File: src/rtl/stsp_pkg.sv
// ----------------------------------------------------------------------------
// stsp_pkg
// Shared constants, types and sign helpers for the sign-product segment tree.
// ----------------------------------------------------------------------------
package stsp_pkg;

   localparam int LEAVES = 1024;
   localparam int NODES  = 2 * LEAVES;
   localparam int NODE_W = $clog2(NODES);
   localparam int IDX_W  = 10;
   localparam int VAL_W  = 32;
   localparam int SIGN_W = 2;
   localparam int PTR_W  = ((NODE_W > IDX_W) ? NODE_W : IDX_W) + 1;

   localparam logic FUNC_UPDATE = 1'b0;
   localparam logic FUNC_QUERY  = 1'b1;

   localparam logic signed [SIGN_W-1:0] SIGN_ZERO = 2'sb00;
   localparam logic signed [SIGN_W-1:0] SIGN_POS  = 2'sb01;
   localparam logic signed [SIGN_W-1:0] SIGN_NEG  = 2'sb11;

   typedef logic signed [SIGN_W-1:0] sign_type;

   typedef struct packed {
      logic clear;
      logic load;
      logic leaf_wr;
      logic upd_step;
      logic q_step;
      logic out_load;
   } stsp_cmd_type;

   typedef struct packed {
      logic clr_last;
      logic req_query;
      logic req_upd_ok;
      logic upd_last;
      logic q_done;
      logic rsp_free;
   } stsp_sts_type;

   function automatic sign_type sign_of(input logic signed [VAL_W-1:0] v);
      sign_type s;
      if (v == '0) begin
         s = SIGN_ZERO;
      end else if (v[VAL_W-1]) begin
         s = SIGN_NEG;
      end else begin
         s = SIGN_POS;
      end
      return s;
   endfunction

   function automatic sign_type mul_sign(input sign_type a, input sign_type b);
      sign_type s;
      if ((a == SIGN_ZERO) || (b == SIGN_ZERO)) begin
         s = SIGN_ZERO;
      end else if (a == b) begin
         s = SIGN_POS;
      end else begin
         s = SIGN_NEG;
      end
      return s;
   endfunction

endpackage

File: src/rtl/stsp_ctrl.sv
// ----------------------------------------------------------------------------
// stsp_ctrl
// Sequencer: clearing pass, leaf update walk, range query walk, result load.
// ----------------------------------------------------------------------------
module stsp_ctrl (
   input  logic                   clock,
   input  logic                   reset,
   input  logic                   req_valid,
   output logic                   req_ready,
   input  stsp_pkg::stsp_sts_type sts,
   output stsp_pkg::stsp_cmd_type cmd
);

   localparam logic [2:0] ST_CLEAR  = 3'd0;
   localparam logic [2:0] ST_IDLE   = 3'd1;
   localparam logic [2:0] ST_LEAF   = 3'd2;
   localparam logic [2:0] ST_UPD    = 3'd3;
   localparam logic [2:0] ST_QUERY  = 3'd4;
   localparam logic [2:0] ST_FINISH = 3'd5;

   logic [2:0] state_ff;
   logic [2:0] state_in;

   always_comb begin
      state_in = state_ff;
      cmd      = '0;
      req_ready = 1'b0;
      unique case (state_ff)
         ST_CLEAR: begin
            cmd.clear = 1'b1;
            if (sts.clr_last) begin
               state_in = ST_IDLE;
            end
         end
         ST_IDLE: begin
            req_ready = 1'b1;
            if (req_valid) begin
               cmd.load = 1'b1;
               if (sts.req_query) begin
                  state_in = ST_QUERY;
               end else if (sts.req_upd_ok) begin
                  state_in = ST_LEAF;
               end
            end
         end
         ST_LEAF: begin
            cmd.leaf_wr = 1'b1;
            state_in    = ST_UPD;
         end
         ST_UPD: begin
            cmd.upd_step = 1'b1;
            if (sts.upd_last) begin
               state_in = ST_IDLE;
            end
         end
         ST_QUERY: begin
            if (sts.q_done) begin
               state_in = ST_FINISH;
            end else begin
               cmd.q_step = 1'b1;
            end
         end
         ST_FINISH: begin
            if (sts.rsp_free) begin
               cmd.out_load = 1'b1;
               state_in     = ST_IDLE;
            end
         end
         default: begin
            state_in = ST_IDLE;
         end
      endcase
   end

   always_ff @(posedge clock) begin
      if (reset) begin
         state_ff <= ST_CLEAR;
      end else begin
         state_ff <= state_in;
      end
   end

endmodule

File: config.mk
export PLATFORM = sky130hd
export DESIGN_NAME = stsp_ctrl
export DESIGN_NICKNAME = d
export VERILOG_FILES = /design/src/rtl/stsp_pkg.sv /design/src/rtl/stsp_ctrl.sv
export SDC_FILE = /design/constraint.sdc
export NUM_CORES = 1
export LEC_CHECK = 0
export BUFFER_PORTS_ARGS = -buffer_cell sky130_fd_sc_hd__buf_2
export CAP_MARGIN = 20
export CORE_AREA = 5 5 42 44
export DETAILED_ROUTE_END_ITERATION = 7
export DIE_AREA = 0 0 47 49
export PLACE_DENSITY_LB_ADDON = 0.12
export SYNTH_ARGS = -nofsm -noshare
export SYNTH_HDL_FRONTEND = slang
export SYNTH_SLANG_ARGS = --single-unit
File: constraint.sdc
create_clock -name clock -period 1.3 [get_ports clock]
set_input_delay 0.26 -clock clock [delete_from_list [all_inputs] [get_ports clock]]
set_output_delay 0.26 -clock clock [all_outputs]
set_load 0.005 [all_outputs]
# After elaboration in Yosys (flattened, before gate mapping)
# Index checks and enable logic that the tools add are counted.
[totals]
in_bits = 9
output_inout_bits = 7
regBits = 3
[op_classes]
reduce_logical = 2
n_eq_ne = 11
n_mux = 18
[op_table]
columns = ["op", "count"]
rows = [
  ["$mux W3", 7],
  ["$pmux W3 S6", 1],
  ["$mux W1", 10],
  ["$ne A2 B2 Y1 const B", 5],
  ["$eq A3 B2 Y1 const B", 2],
  ["$eq A3 B3 Y1 const B", 2],
  ["$reduce_and A6 Y1", 1],
  ["$eq A3 B1 Y1 const B", 1],
  ["$logic_not A3 Y1", 1],
  ["$ne A3 B3 Y1 const B", 1],
]

# Depth between registers and ports, before layout
[logic_depth]
ltp_word = 4
ltp_mapped = 4

# Worst setup path after synthesis
# No wires, ideal clock.
[synth_path]
kind = "register to register"
startpoint = "reg state_ff[0]"
endpoint = "reg state_ff[1]"
stages_incl_launch_ff = 5
arrival_ns = 1.075
path_slack_ns = 0.129
setup_ns = 0.096
n_path_buf = 1
cell_sequence = "dfxtp_1 > buf_6 > inv_4 > or4_4 > o41ai_2"
[synth_between]
elab_chain_cells = 3
elab_cells_between_ends = 14
[synth_rtl]
columns = ["element", "line", "text"]
rows = [
  ["from (decl)", "stsp_ctrl.sv:21", "logic [2:0] state_ff;"],
  ["from (signal assigned)", "stsp_ctrl.sv:79", "state_ff <= state_in;"],
  ["$eq A3 B1 Y1 (tied with other cells)", "stsp_ctrl.sv:28", "unique case (state_ff)"],
  ["$ne A3 B3 Y1 (no source line) / $ne A2 B2 Y1 (equally long branches)", "n/a", ""],
  ["$reduce_and A6 Y1 (no source line)", "n/a", ""],
]
# Several ways; a longest one is shown, not always the timed one.
# A chain may end at the register's enable or synchronous reset.

==> results.md <==
- Final Hold Viols: 0
- Grt ovf: 0
- Worst path max stage delay: 370 ps
- Worst setup SP type: flop
- Fin util: 0.343
- Hold path start: reset
- Family with the most delay on the worst path: flip-flops
- Worst-Skew Late Latency: 240 ps
- Layout area overhead: 79.4%
- Maximum fanout along the worst path: 7
- Post-Layout Cell Count: 73
- Total CTS buffers: 3
- Critical Path RT: 1040 ps
- Largest regs: state_ff: 3 flops
- Critical-path cell list: nor4b_4, buf_2
- Initial antenna violation count: 0
- Final worst slack: -28.2 ps
- Reg2reg path depth: 4
- Clock Tree Buf Depth: 2
- Worst R2R Setup Slack: 40 ps
- Pwr dens: 906 mW/mm2
- Layout Nets: 67
- Hold path depth: 2
- Status: finished with violations
- First-pass GRT wire length: 1720 um
- Placed instance count: 65
- Max Cap Violations: 0
- Combinational Power Share: 0.332
- Sequential cell area fraction in the yosys report: 0.224
- Cell-internal power: 0.000298 W
- Synth Net Count: 40
- Via density: 4.67
- Multiplexer share of the synthesized area: 0
- Setup Skew: 4.24 ps
- Worst r2r src: state_ff[0]
- Boundary Pins: 16
- Relative slew margins: 0.842
- Net switching power: 0.000137 W
- Clock power frac: 0.391
- Main combinational cell family by area after synthesis: simple AND/OR/NAND/NOR gates
- Vias in the first global route: 380
- CTS Hold Bufs: 0
- Initial Utilization: 0.191
- WL final: 1020 um
- Tmin final: 1330 ps
- LEAKAGE: 0.231 nW
- Cell Area, Placed: 380 um2
- Count of port buffers added during placement: 15
- Final Cell Area: 480 um2
- Post-synthesis cell count: 31
- Largest net degree at the start of global routing: 9
- Share of cells above drive strength 1: 0.702
- WL per Instance: 13.9 um
- Worst R2R End: state_ff[1]
- Diodes inserted: 0
- Endpoints failing setup: 1
- Sink Count: 3
- Antenna-violating nets left: 0
- Clk root buf: clkbuf_4
- WS Path Type: reg -> out
- Compound-Gate Fraction of Synth Area: 0.252
- Switching part of the total: 0.314
- Final hold slack: 274 ps
- DR vias: 341
- Worst slew pin tran: 236 ps
- Area of the die: 0.00230 mm2
- DP Wirelength: 663 um
- Critical-path top delay cell: dfxtp_4
- Adder-Cell Fraction of Synth Area: 0
- Post-Synth XOR/XNOR Area: 0
- H-Tree Level Count: 1
- DR pass1 iterations: 2
- Synth Area in Simple Gates: 0.383
- Clock slew at reported path FFs: 40 ps
- WHS Endpoint: state_ff[1]
- # DRC: 0
- Critical path buffers and inverters: 1
- DIE HEIGHT: 49 um
- GP Congestion: 0.800
- Distinct cells, synth: 21
- Max reg flops: 3
- Width of the die: 47 um
- Dpl ws: 17.3 ps
- Site Rows: 14
- Maximum vdd ir drop: 0.267 mV
- Mapped Area: 268 um2
- CP Capture Type: output pin
- Max Clock Freq: 0.753 GHz
- Number of synthesized register bits: 3
- TritonCTS clock tree: yes
- Yosys warning count: 0
- Failing checks: setup timing
- Unrepaired setup endpoints after global routing: true
- Max-slew violation count: 0
- Syn_area_per_cell: 8.64 um2
- Total track usage: 0.105
- Arrival @ worst endpoint: 1070 ps
- DRT iter0 DRCs: 2
- Tcrit/Tclk final: 1.02
- Sequential power share: 0.276
- HP Class: in -> reg
- Core area: 0.00140 mm2
- Biggest register: state_ff
[metrics by stage]
| stage | power, W | setup TNS [ps] |
|---|---|---|
| 6_report | 0.000435 | -28.2 |
| 5_1_grt | 0.000467 | -195 |
| 2_1_floorplan | 0.000181 | 0 |
| 3_5_place_dp | 0.000235 | 0 |
| 3_3_place_gp | 0.000235 | 0 |
| 4_1_cts | 0.000430 | -26.8 |
[worst register-to-register path, cell delays in order (launching register included)]
cell     delay [ps]
dfxtp_4         400
inv_4            50
buf_4           130
or4_4           520
o41ai_2          60
[power groups by stage]
stage	registers, W	clock network, W	logic, W
3_5_place_dp	0.000119	0	0.000116
5_1_grt	0.000122	0.000184	0.000161
4_1_cts	0.000118	0.000176	0.000136
2_1_floorplan	0.000105	0	0.0000751
6_report	0.000120	0.000170	0.000145
3_3_place_gp	0.000118	0	0.000117
[worst max path at each step]
stage / cells after the start / endpoint / start / slack [ps]
finish: 2 / cmd[1] / state_ff[0] / -30
global route: 3 / cmd[0] / state_ff[2] / -50
global placement: 3 / state_ff[1] / state_ff[0] / 50
CTS: 2 / cmd[1] / state_ff[0] / -20
floorplan: 4 / state_ff[1] / state_ff[0] / 130
detailed placement: 3 / state_ff[1] / state_ff[0] / 20
[final cells by class]
| cell class | instances | area (um2) |
|---|---|---|
| fillers | 162 | 921 |
| repair buffers | 25 | 154 |
| clock buffers | 4 | 26.3 |
| well taps | 16 | 20.0 |
| flip-flops and latches | 3 | 71.3 |
| multi-input cells | 23 | 199 |
| inverters | 2 | 10.0 |
[cells in the mapped netlist]
cell | instances | area [um2]
a21oi_1 | 2 | 10.0
a31o_1 | 1 | 8.76
and3_1 | 1 | 6.26
and4b_1 | 1 | 10.0
buf_2 | 1 | 5.00
buf_6 | 2 | 22.5
dfxtp_1 | 3 | 60.1
inv_1 | 1 | 3.75
inv_4 | 1 | 6.26
nand2b_1 | 2 | 12.5
nand3b_1 | 1 | 7.51
nand4_1 | 1 | 6.26
nor2_1 | 3 | 11.3
nor3_1 | 3 | 15.0
nor3b_1 | 1 | 7.51
nor4b_2 | 1 | 15.0
o211ai_2 | 1 | 12.5
o21ai_1 | 2 | 10.0
o311a_1 | 1 | 10.0
o41ai_2 | 1 | 16.3
or4_4 | 1 | 11.3
[kinds of logic (layout without fill, tap and decap cells)]
family                 after synthesis  count (layout)
buffers and inverters                5              31
DFF                                  3               3
AOI/OAI and AO/OA                    8               8
and+or+nand+nor                     15              15
[placed cells by master, fill, tap and decap left out, drive strengths merged]
master	instances
buf	25
clkbuf	4
dfxtp	3
nor3	3
nor2	3
nand2b	2
o21ai	2
a21oi	2
inv	2
and3	1
nor4b	1
and4b	1
o211ai	1
o311a	1
a31o	1
nor3b	1
or4	1
o41ai	1
nand4	1
nand3b	1
[timing repair]
action / in CTS / in global routing
pin swaps: 1 / 3
setup buffers: 3 / 2
endpoints found under the hold margin: 0 / 0
endpoints found under the setup margin: 8 / 7
gates resized for setup: 11 / 2
[per-layer routing]
metal  GRT usage  up-vias  wire [um]
li1            -      167          -
met4      0.0553        0         29
met1       0.110      161        406
met5           0        -          0
met2       0.172        9        515
met3      0.0406        4         66
Power figures use the tool's default switching activity.
